## src/rtl/assert_macros.svh

```systemverilog
// Assertion helpers for the RTL.
// Each macro collapses to nothing when SYNTH is defined.
`ifndef ASSERT_MACROS_SVH
`define ASSERT_MACROS_SVH

`ifndef SYNTH

// Check that a property holds at every clock edge outside reset.
`define ASSERT_ALWAYS(lbl, clk, rst, prop, msg) \
   lbl: assert property (@(posedge clk) disable iff (rst) (prop)) else $error(msg);

// Check that a condition leads to another one on the next clock edge.
`define ASSERT_NEXT(lbl, clk, rst, cond, expr, msg) \
   lbl: assert property (@(posedge clk) disable iff (rst) (cond) |=> (expr)) else $error(msg);

`else

`define ASSERT_ALWAYS(lbl, clk, rst, prop, msg)

`define ASSERT_NEXT(lbl, clk, rst, cond, expr, msg)

`endif

`endif

```

## src/rtl/ucfp_pkg.sv

```systemverilog
`timescale 1ns / 1ps

package ucfp_pkg;

   // Characters of the frame syntax
   localparam logic [7:0] CharC     = 8'h43;
   localparam logic [7:0] CharM     = 8'h4D;
   localparam logic [7:0] CharD     = 8'h44;
   localparam logic [7:0] CharDash  = 8'h2D;
   localparam logic [7:0] CharCr    = 8'h0D;
   localparam logic [7:0] CharColon = 8'h3A;
   localparam logic [7:0] CharA     = 8'h41;
   localparam logic [7:0] CharF     = 8'h46;
   localparam logic [7:0] Char0     = 8'h30;
   localparam logic [7:0] Char9     = 8'h39;
   localparam logic [3:0] HexTen    = 4'd10;

   // Stored name length
   localparam int unsigned NameMax = 5;

   // Parameter byte positions after the colon
   localparam logic [2:0] ParamOneLen = 3'd4;
   localparam logic [2:0] ParamTwoPos = 3'd5;
   localparam logic [2:0] ParamSat    = 3'd6;

   // Command codes
   localparam logic [1:0] CmdUnknown = 2'd0;
   localparam logic [1:0] CmdFtnw    = 2'd1;
   localparam logic [1:0] CmdRelay   = 2'd2;
   localparam logic [1:0] CmdTemp    = 2'd3;

   typedef enum logic [2:0] {
      PH_WAIT_C    = 3'd0,
      PH_WAIT_M    = 3'd1,
      PH_WAIT_D    = 3'd2,
      PH_WAIT_DASH = 3'd3,
      PH_BODY      = 3'd4
   } phase_type;

   typedef logic [NameMax-1:0][7:0] name_type;

   typedef struct packed {
      logic       legal;
      logic [3:0] value;
   } hex_type;

   typedef struct packed {
      logic [1:0]  cmd_code;
      logic        has_params;
      logic [15:0] param_one;
      logic [3:0]  param_two;
      logic        digit_error;
   } result_type;

   // Hunt phase after a byte that broke the prefix match
   function automatic phase_type restart_phase(input logic [7:0] b);
      return (b == CharC) ? PH_WAIT_M : PH_WAIT_C;
   endfunction

   // Hex digit value; illegal bytes give zero and clear legal
   function automatic hex_type hex_digit(input logic [7:0] b);
      hex_type h;
      h.legal = 1'b1;
      h.value = 4'd0;
      if (b >= CharA && b <= CharF) begin
         h.value = 4'(b - CharA) + HexTen;
      end else if (b >= Char0 && b <= Char9) begin
         h.value = 4'(b - Char0);
      end else begin
         h.legal = 1'b0;
      end
      return h;
   endfunction

   // Prefix match of the stored name against the known commands
   function automatic logic [1:0] decode_name(input name_type n);
      logic [1:0] code;
      code = CmdUnknown;
      if (n[0] == 8'h46 && n[1] == 8'h54 && n[2] == 8'h4E && n[3] == 8'h57) begin
         code = CmdFtnw;
      end else if (n[0] == 8'h52 && n[1] == 8'h45 && n[2] == 8'h4C && n[3] == 8'h41
                   && n[4] == 8'h59) begin
         code = CmdRelay;
      end else if (n[0] == 8'h54 && n[1] == 8'h45 && n[2] == 8'h4D && n[3] == 8'h50) begin
         code = CmdTemp;
      end
      return code;
   endfunction

endpackage

```

## src/rtl/ucfp_frame.sv

```systemverilog
`timescale 1ns / 1ps

module ucfp_frame import ucfp_pkg::*; (
   input  logic       clock,
   input  logic       reset,
   input  logic       accept,
   input  logic [7:0] rx_byte,
   output logic       frame_end,
   output result_type result
);

   phase_type   phase_ff, phase_in;
   name_type    name_ff;
   logic [2:0]  name_count_ff;
   logic        in_param_ff;
   logic [2:0]  param_count_ff;
   logic [15:0] first_ff;
   logic [3:0]  second_ff;
   logic        error_ff;

   logic        start_frame;
   logic        in_body;
   logic        clear;
   logic        name_wr;
   logic        colon;
   logic        param_step;
   hex_type     hex;

   // Advance the prefix hunt
   always_comb begin
      phase_in = phase_ff;
      if (accept) begin
         case (phase_ff)
            PH_WAIT_M:    phase_in = (rx_byte == CharM) ? PH_WAIT_D : restart_phase(rx_byte);
            PH_WAIT_D:    phase_in = (rx_byte == CharD) ? PH_WAIT_DASH
                                                        : restart_phase(rx_byte);
            PH_WAIT_DASH: phase_in = (rx_byte == CharDash) ? PH_BODY
                                                           : restart_phase(rx_byte);
            PH_BODY:      phase_in = (rx_byte == CharCr) ? PH_WAIT_C : PH_BODY;
            default:      phase_in = restart_phase(rx_byte);
         endcase
      end
   end

   // Decode phase actions
   always_comb begin
      start_frame = 1'b0;
      in_body     = 1'b0;
      case (phase_ff)
         PH_WAIT_DASH: start_frame = accept && (rx_byte == CharDash);
         PH_BODY:      in_body     = 1'b1;
         default: ;
      endcase
   end

   // Body byte classification
   assign frame_end  = in_body && (rx_byte == CharCr);
   assign clear      = start_frame || (accept && frame_end);
   assign name_wr    = accept && in_body && !frame_end && !in_param_ff
                       && (rx_byte != CharColon) && (name_count_ff < 3'(NameMax));
   assign colon      = accept && in_body && !frame_end && !in_param_ff
                       && (rx_byte == CharColon);
   assign param_step = accept && in_body && !frame_end && in_param_ff;
   assign hex        = hex_digit(rx_byte);

   // Update frame state
   always_ff @(posedge clock) begin
      if (reset) begin
         phase_ff       <= PH_WAIT_C;
         name_ff        <= '0;
         name_count_ff  <= '0;
         in_param_ff    <= 1'b0;
         param_count_ff <= '0;
         first_ff       <= '0;
         second_ff      <= '0;
         error_ff       <= 1'b0;
      end else begin
         phase_ff <= phase_in;
         if (clear) begin
            name_ff        <= '0;
            name_count_ff  <= '0;
            in_param_ff    <= 1'b0;
            param_count_ff <= '0;
            first_ff       <= '0;
            second_ff      <= '0;
            error_ff       <= 1'b0;
         end else begin
            if (name_wr) begin
               name_ff[name_count_ff] <= rx_byte;
               name_count_ff          <= name_count_ff + 3'd1;
            end
            if (colon) begin
               in_param_ff <= 1'b1;
            end
            if (param_step) begin
               if (param_count_ff < ParamOneLen) begin
                  first_ff <= {first_ff[11:0], hex.value};
                  if (!hex.legal) begin
                     error_ff <= 1'b1;
                  end
               end else if (param_count_ff == ParamTwoPos) begin
                  second_ff <= hex.value;
                  if (!hex.legal) begin
                     error_ff <= 1'b1;
                  end
               end
               if (param_count_ff < ParamSat) begin
                  param_count_ff <= param_count_ff + 3'd1;
               end
            end
         end
      end
   end

   // Build the result; missing digits count as errors
   always_comb begin
      result.cmd_code    = decode_name(name_ff);
      result.has_params  = in_param_ff;
      result.param_one   = first_ff;
      result.param_two   = second_ff;
      result.digit_error = error_ff || (in_param_ff && ((param_count_ff < ParamOneLen)
                                                      || (param_count_ff == ParamTwoPos)));
   end

endmodule

```

## src/rtl/ucfp_out_reg.sv

```systemverilog
`timescale 1ns / 1ps

module ucfp_out_reg import ucfp_pkg::*; (
   input  logic       clock,
   input  logic       reset,
   input  logic       load,
   input  result_type result,
   input  logic       rsp_stall,
   output logic       rsp_valid,
   output result_type rsp_result
);

   logic       valid_ff, valid_in;
   result_type data_ff;

   // Hold the item until taken, load a new one when offered
   assign valid_in = load || (valid_ff && rsp_stall);

   always_ff @(posedge clock) begin
      if (reset) begin
         valid_ff <= 1'b0;
      end else begin
         valid_ff <= valid_in;
      end
   end

   always_ff @(posedge clock) begin
      if (load) begin
         data_ff <= result;
      end
   end

   assign rsp_valid  = valid_ff;
   assign rsp_result = data_ff;

endmodule

```

## src/rtl/uart_command_frame_parser.sv

```systemverilog
`timescale 1ns / 1ps
// A result item appears in the cycle after the carriage return that ends its frame is accepted.
// Throughput: one byte per cycle; every byte updates the frame registers in a single pass.
// Input stalls only for a carriage return while a waiting result item is itself stalled.
// Reset (synchronous, active high) returns to hunting for the prefix and clears the frame
// registers and the result valid flag.
`include "assert_macros.svh"

module uart_command_frame_parser import ucfp_pkg::*; (
   input  logic        clock,
   input  logic        reset,
   input  logic        req_valid,
   output logic        req_stall,
   input  logic [7:0]  req_rx_byte,
   output logic        rsp_valid,
   input  logic        rsp_stall,
   output logic [1:0]  rsp_cmd_code,
   output logic        rsp_has_params,
   output logic [15:0] rsp_param_one,
   output logic [3:0]  rsp_param_two,
   output logic        rsp_digit_error
);

   logic       accept;
   logic       frame_end;
   logic       fire;
   logic       overwrite;
   logic       stray_params;
   result_type result;
   result_type rsp_result;

   // Stall only a frame end that cannot reach the result register
   assign req_stall = rsp_valid && rsp_stall && frame_end;
   assign accept    = req_valid && !req_stall;
   assign fire      = accept && frame_end;

   ucfp_frame u_frame (
      .clock     (clock),
      .reset     (reset),
      .accept    (accept),
      .rx_byte   (req_rx_byte),
      .frame_end (frame_end),
      .result    (result)
   );

   ucfp_out_reg u_out_reg (
      .clock      (clock),
      .reset      (reset),
      .load       (fire),
      .result     (result),
      .rsp_stall  (rsp_stall),
      .rsp_valid  (rsp_valid),
      .rsp_result (rsp_result)
   );

   assign rsp_cmd_code    = rsp_result.cmd_code;
   assign rsp_has_params  = rsp_result.has_params;
   assign rsp_param_one   = rsp_result.param_one;
   assign rsp_param_two   = rsp_result.param_two;
   assign rsp_digit_error = rsp_result.digit_error;

   // Flag conditions watched by the checks below
   assign overwrite    = rsp_valid && rsp_stall && fire;
   assign stray_params = rsp_valid && !rsp_has_params
                         && (rsp_digit_error || (rsp_param_one != 16'd0)
                             || (rsp_param_two != 4'd0));

   // A finished frame always shows up on the result channel
   `ASSERT_NEXT(a_fire_valid, clock, reset, fire, rsp_valid, "frame end lost")
   // Never overwrite an item that is still waiting
   `ASSERT_ALWAYS(a_no_overwrite, clock, reset, !overwrite, "result overwritten")
   // Parameters and errors only exist after a colon
   `ASSERT_ALWAYS(a_no_colon, clock, reset, !stray_params, "params without colon")

endmodule
```

## config.mk

```make
export PLATFORM = sky130hd
export DESIGN_NAME = uart_command_frame_parser
export DESIGN_NICKNAME = d
export VERILOG_FILES = /design/src/rtl/ucfp_pkg.sv /design/src/rtl/ucfp_frame.sv /design/src/rtl/ucfp_out_reg.sv /design/src/rtl/uart_command_frame_parser.sv
export VERILOG_INCLUDE_DIRS = /design/src /design/src/rtl
export SDC_FILE = /design/constraint.sdc
export NUM_CORES = 1
export LEC_CHECK = 0
export BUFFER_PORTS_ARGS = -buffer_cell sky130_fd_sc_hd__buf_2
export CORE_ASPECT_RATIO = 1.2
export CORE_MARGIN = 10
export CORE_UTILIZATION = 38
export CTS_CLUSTER_SIZE = 28
export DETAILED_ROUTE_END_ITERATION = 8
export GPL_TIMING_DRIVEN = 0
export SETUP_SLACK_MARGIN = 0.02
export SLEW_MARGIN = 40
export SYNTH_ARGS = -nofsm -noshare
export SYNTH_HDL_FRONTEND = slang
export SYNTH_SLANG_ARGS = --single-unit
```

## constraint.sdc

```tcl
create_clock -name clock -period 4.1 [get_ports clock]
set_input_delay 0.41 -clock clock [delete_from_list [all_inputs] [get_ports clock]]
set_output_delay 0.41 -clock clock [all_outputs]
set_load 0.02 [all_outputs]
```

Word-level counts from Yosys, hierarchy flattened
Cells that the tools add are included.

Bits in registers: 96. Input bits: 12. Output and inout bits: 26. Word-level logic and storage cells: 117.

Add/sub/neg operators: 5. $lt $le $gt $ge: 9. Equal/unequal tests: 24. Muxes and demuxes: 20. Bitwise gates (word level): 1. Reductions and logical operators: 40.

Operators with widths (count): 8-bit by 7-bit equality test with 1-bit output, second input constant (15); 40-bit bitwise mux (1); 1-bit logical AND (27); 8-bit demux with 3-bit select (1); 8-bit by 6-bit equality test with 1-bit output, second input constant (2); 3-bit 2-to-1 mux (4); 3-bit case mux with 4 select lines (1); 3-bit less-than comparator, second input constant (3); 8-bit by 4-bit equality test with 1-bit output, second input constant (1); 8-bit by 6-bit >= comparator with 1-bit output, second input constant (1); 8-bit by 7-bit >= comparator with 1-bit output, second input constant (1); 8-bit by 6-bit <= comparator with 1-bit output, second input constant (1); 8-bit by 7-bit <= comparator with 1-bit output, second input constant (1); 1-bit 2-to-1 mux (8); 4-bit 2-to-1 mux (2); 8-bit 2-to-1 mux (1); 8-bit by 6-bit inequality test with 1-bit output, second input constant (1); 4-bit by 1-bit subtractor with 4-bit output, second input constant (2); 3-bit by 1-bit adder with 3-bit output, second input constant (2); 3-bit by 2-bit equality test with 1-bit output, second input constant (2); 3-bit equality test, second input constant (2); 2-bit AND reduction (3); 4-bit adder, second input constant (1); 1-bit logical OR (4); 9 further kinds (12).

Longest topological paths before layout
Word-level depth: 11. Depth in mapped cells: 9. Mapped depth without buffers: 7.

By module
A second synthesis with hierarchy kept.

Cell total of the unflattened synthesis: 403. Area total of the unflattened synthesis: 4115.2 sq um.

Modules (own cells, without submodules): ucfp_frame (instances 1, cells each 372, area each 3337.0 sq um, sequential area each 1421.4 sq um); ucfp_out_reg (instances 1, cells each 27, area each 749.5 sq um, sequential area each 740.7 sq um); uart_command_frame_parser (instances 1, cells each 4, area each 28.8 sq um, sequential area each 0.0 sq um).

Least setup slack after synthesis
No wires, ideal clock.

Path type: input-to-reg. From: in req_rx_byte[1]. To: reg u_out_reg.data_ff (netlist bit u_out_reg.rsp_result[0]) (enable). Library setup time: 435 ps. Arrival time: 2806 ps. Data required time: 3665 ps. Path slack: 859 ps. Stages: 5. Buffers on the path: 0. Cells stage by stage: inv_1 ha_1 and4bb_2 nand2_1 nor3_1.

Longest elaborated chain between the ends: 6.

RTL lines: start: declaration (RTL line uart_command_frame_parser.sv:14) `input logic [7:0] req_rx_byte,`; 8-bit by 4-bit equality test with 1-bit output * (RTL line ucfp_frame.sv:57) `assign frame_end = in_body && (rx_byte == CharCr);`; 1-bit logical AND * (RTL line ucfp_frame.sv:57); 1-bit logical AND (RTL line uart_command_frame_parser.sv:33) `assign req_stall = rsp_valid && rsp_stall && frame_end;`; 1-bit zero test (RTL line uart_command_frame_parser.sv:34) `assign accept = req_valid && !req_stall;`; 1-bit logical AND (RTL line uart_command_frame_parser.sv:34); 1-bit logical AND * (RTL line uart_command_frame_parser.sv:35) `assign fire = accept && frame_end;`; net fire (RTL line uart_command_frame_parser.sv:26) `logic fire;`; end signal: assignment (RTL line ucfp_out_reg.sv:29) `data_ff <= result;`; end: declaration (RTL line ucfp_out_reg.sv:14) `result_type data_ff;`.

Mark *: on every way through the listed nets, which the timed path passes. The rest lies on a longest branch. A chain may end at the register's enable or synchronous reset.

Worst setup path in the final report
From: in req_rx_byte[1]. To: reg u_frame.name_count_ff[1].

Longest elaborated chain between the ends: 10. Elaborated cells on any way between the ends: 18. Classes of those cells: 3 x eq/ne; 1 x mux; 14 x reduce/logical.

RTL lines: 8-bit by 4-bit equality test with 1-bit output (RTL line ucfp_frame.sv:57); 1-bit logical AND (RTL line ucfp_frame.sv:57); 1-bit logical AND (RTL line uart_command_frame_parser.sv:33); 1-bit zero test (RTL line uart_command_frame_parser.sv:34); 1-bit logical AND (RTL line uart_command_frame_parser.sv:34); 1-bit logical AND (3 in series) (RTL line ucfp_frame.sv:59) `assign name_wr = accept && in_body && !frame_end && !in_param_ff`; 1-bit logical AND (2 in series) (RTL line ucfp_frame.sv:60) `&& (rx_byte != CharColon) && (name_count_ff < 3'(NameMax));`; end signal: assignment (RTL line ucfp_frame.sv:90) `name_count_ff <= name_count_ff + 3'd1;`; end: declaration (RTL line ucfp_frame.sv:14) `logic [2:0] name_count_ff;`.

Parallel ways exist; a longest one is shown, timed or not.

==> run_results.csv <==
group,metric,value,unit
outcome,outcome,"finished, final reports clean",
setup_path,worst-r2r-setup-slack,1690,ps
yosys,netlist_instances,399,
setup_path,r2r_start,"u_frame.phase_ff[1]$_SDFFE_PP0N_",
clock_network,cts_setup_buffers,0,
drt,drtIter0Drc,136,
final_layout,final_nets,466,
min_path,hold_class,"input pin to register",
floorplanning,die_x,115,um
yosys,synth_edf_count,24,
sta,drv_slew,0,
floorplanning,die_area,0.0155,mm^2
power_and_ir_drop,leakagePower,1.59,nW
setup_path,arrival,2800,ps
yosys,synth.cell_area,0.00415,mm^2
sta,worstMarginPinSlew,762,ps
yosys,synth-seq-cells,96,
grt,grt_antenna_before_repair,0,
yosys,synth_xor_area_share,0.422,%
power_and_ir_drop,p_per_area,383,mW/mm^2
min_path,min_from,"reset",
setup_path,r2r-end,"u_frame.name_count_ff[1]$_SDFFE_PP0P_",
sta,rsz0062_at_grt,"no",
final_layout,layoutNonFillerInstCount,580,
floorplanning,std_cell_rows,41,
grt,grt_max_degree,19,
grt,grt_pass1_wl,15300,um
drt,ant_nets,0,
placed_design,dp.cells,564,
power_and_ir_drop,ir_drop,0.000157,V
yosys,ys_seq_area_share,52.1,%
clock_network,numCtsBuffers,9,
final_layout,most-common-layout-cells,"dfxtp_1 (72), nor2_1 (53), nand2_1 (42)",
min_path,hold_path_depth,2,
sta,hold_viol,0,
clock_network,hold_buffers,0,
floorplanning,initial_core_util,39.1,%
clock_network,clkLatencyLatePin,340,ps
setup_path,cp.required,4320,ps
drt,routed_via_density,5.33,
drt,avgRoutedWirePerCell,15.7,um
clock_network,cts_resized,0,
final_layout,nFillCells,981,
yosys,syn_nets,419,
sta,setup_ws,1520,ps
setup_path,endpoint_kind,"register",
yosys,async_flop_share,0,%
setup_path,startpoint_type,"input pin",
sta,whs,306,ps
yosys,syn_area_per_cell,10.4,um^2
final_layout,drive_above_1_share,19.1,%
yosys,synth-warning-count,0,
placed_design,gp_congestion,0.876,
sta,slew_headroom,48.8,%
sta,clock_skew,6.68,ps
drt,vias,3089,
setup_path,crit_type,"input pin to register",
sta,finalCritPeriodShare,63.0,%
flow_run,maxCapViolations,0,
sta,fin_crit,2580,ps
final_layout,antenna_cells,0,
yosys,synth.area.mux_share,9.65,%
yosys,synth_top_family_by_area,"simple AND/OR/NAND/NOR gates",
sta,tns,0,ps
clock_network,cts_buffer_depth,2,
drt,drc_errors,0,
clock_network,cts_root_buffer,"clkbuf_16",
clock_network,clk_pin_slew,70,ps
placed_design,place_ws,1170,ps
clock_network,numClockSinks,96,
yosys,synth-adder-area-share,2.41,%
yosys,synthSimpleGateAreaFrac,23.0,%
drt,totalWireLength,9120,um
yosys,synth_compound_area_share,8.90,%
yosys,synth-main-ff-cell,"dfxtp_1",
sta,fmax,387,MHz
grt,grt_pass1_vias,3081,
placed_design,post-dp-hpwl,6590,um
setup_path,path_max_fanout,10,
clock_network,cts_tree,"built",
floorplanning,chipHeight,134,um
final_layout,final_common_cell,"dfxtp_1",
grt,gr-total-overflow,0,
final_layout,syn_to_final_growth,15.4,%
drt,first_pass_iters,6,
grt,grt_usage,12.3,%
clock_network,h-tree-depth,3,
yosys,ys_types,64,
floorplanning,io_pins,38,
final_layout,utilization,45.1,%
min_path,holdPathEnd,"u_frame.phase_ff[1]$_SDFFE_PP0N_",
sta,setup_viol,0,
floorplanning,core-area,0.0106,mm^2
placed_design,io_buffers,33,
setup_path,r2r.worst_path.cells,7,
## cell usage after synthesis (2+ instances only)
cell / count / share of area [%]
or4_1: 2 / 0.36
nor4b_1: 4 / 0.84
or3b_1: 2 / 0.42
nand2_1: 42 / 3.8
nand3_1: 4 / 0.48
a21oi_1: 27 / 3.3
buf_6: 3 / 0.81
and2_1: 2 / 0.30
dfxtp_1: 72 / 35
mux2i_1: 40 / 9.7
nor2_2: 8 / 1.2
o21ai_0: 2 / 0.24
nand4b_1: 4 / 0.84
o31ai_1: 2 / 0.36
a211oi_1: 5 / 0.90
a311oi_1: 2 / 0.42
nor3b_1: 2 / 0.36
nand3b_1: 2 / 0.36
nor4_1: 3 / 0.45
o211ai_1: 2 / 0.36
inv_1: 6 / 0.54
nor2b_1: 3 / 0.45
buf_2: 7 / 0.84
nand4_1: 6 / 0.90
edfxtp_1: 24 / 17
a21o_1: 2 / 0.36
clkbuf_1: 12 / 1.1
nor3_4: 3 / 1.2
nand4bb_1: 2 / 0.54
nor2_1: 53 / 4.8
ha_1: 8 / 2.4
nor3_1: 8 / 0.97
nand2b_1: 4 / 0.60
## worst max-delay path, stage by stage
cell and delay (ps):
buf_2 180, inv_1 130, ha_1 300, and4bb_2 320, nand2_1 100, o31ai_2 630, buf_2 350, buf_2 300
nor2_1 80
## sequential cells by signal, indices dropped and copies added, names as in the netlist
name                    cells
u_out_reg.rsp_valid         1
u_frame.second_ff           4
u_frame.in_param_ff         1
u_frame.phase_ff            3
u_frame.name_ff            40
u_frame.param_count_ff      3
u_frame.error_ff            1
u_out_reg.rsp_result       24
u_frame.first_ff           16
u_frame.name_count_ff       3
## worst max-delay path by stage
stage	from	to
after CTS	req_rx_byte[1]	u_frame.in_param_ff$_SDFFE_PP0P_
final	req_rx_byte[1]	u_frame.name_count_ff[1]$_SDFFE_PP0P_
after global routing	req_rx_byte[1]	u_frame.name_ff[2]$_SDFFE_PP0P_
after detailed placement	req_rx_byte[1]	u_frame.name_ff[4]$_SDFFE_PP0P_
after floorplan	req_rx_byte[1]	u_out_reg.rsp_result[0]$_DFFE_PP_
after global placement	req_rx_byte[1]	u_out_reg.rsp_result[20]$_DFFE_PP_
## power breakdown
group | switching (W) | internal, W
sequential | 0.0000000330 | 0.000964
combinational | 0.0000455 | 0.0000184
clock | 0.000379 | 0.000424
## metrics by stage
stage               power (W)  instance area (um^2)
finish                0.00183                  4790
global route          0.00189                  4790
CTS                   0.00185                  4790
detailed placement    0.00105                  4500
global placement      0.00105                  4480
floorplan             0.00102                  4150
## per-layer routing
| layer | GRT usage (%) | vias to the layer above | share of wire, % |
|---|---|---|---|
| li1 | - | 1530 | - |
| met1 | 14.6 | 1481 | 44 |
| met2 | 20.8 | 69 | 49 |
| met3 | 3.19 | 9 | 5.7 |
| met4 | 4.09 | 0 | 1.2 |
| met5 | 0 | - | 0 |
## kinds of logic (layout without fill, tap and decap cells)
group | count (synthesis) | after routing
AOI/OAI and AO/OA | 55 | 55
xor gates and xnor gates | 2 | 2
adders and majority gates | 8 | 8
buffers and inverters | 29 | 81
DFF | 96 | 96
muxes | 40 | 40
and+or+nand+nor | 169 | 169
## final cells by class
cell class	count	area (um^2)	area share, %
sequential	96	2160	45.2
inverter	6	22.5	0.470
clock buffer	9	225	4.70
timing repair buffer	36	185	3.87
buffer	23	121	2.54
multi-input combinational	274	1850	38.6
tap	129	161	3.37
clock inverter	7	61.3	1.28
(Power assumes the default switching activity.)
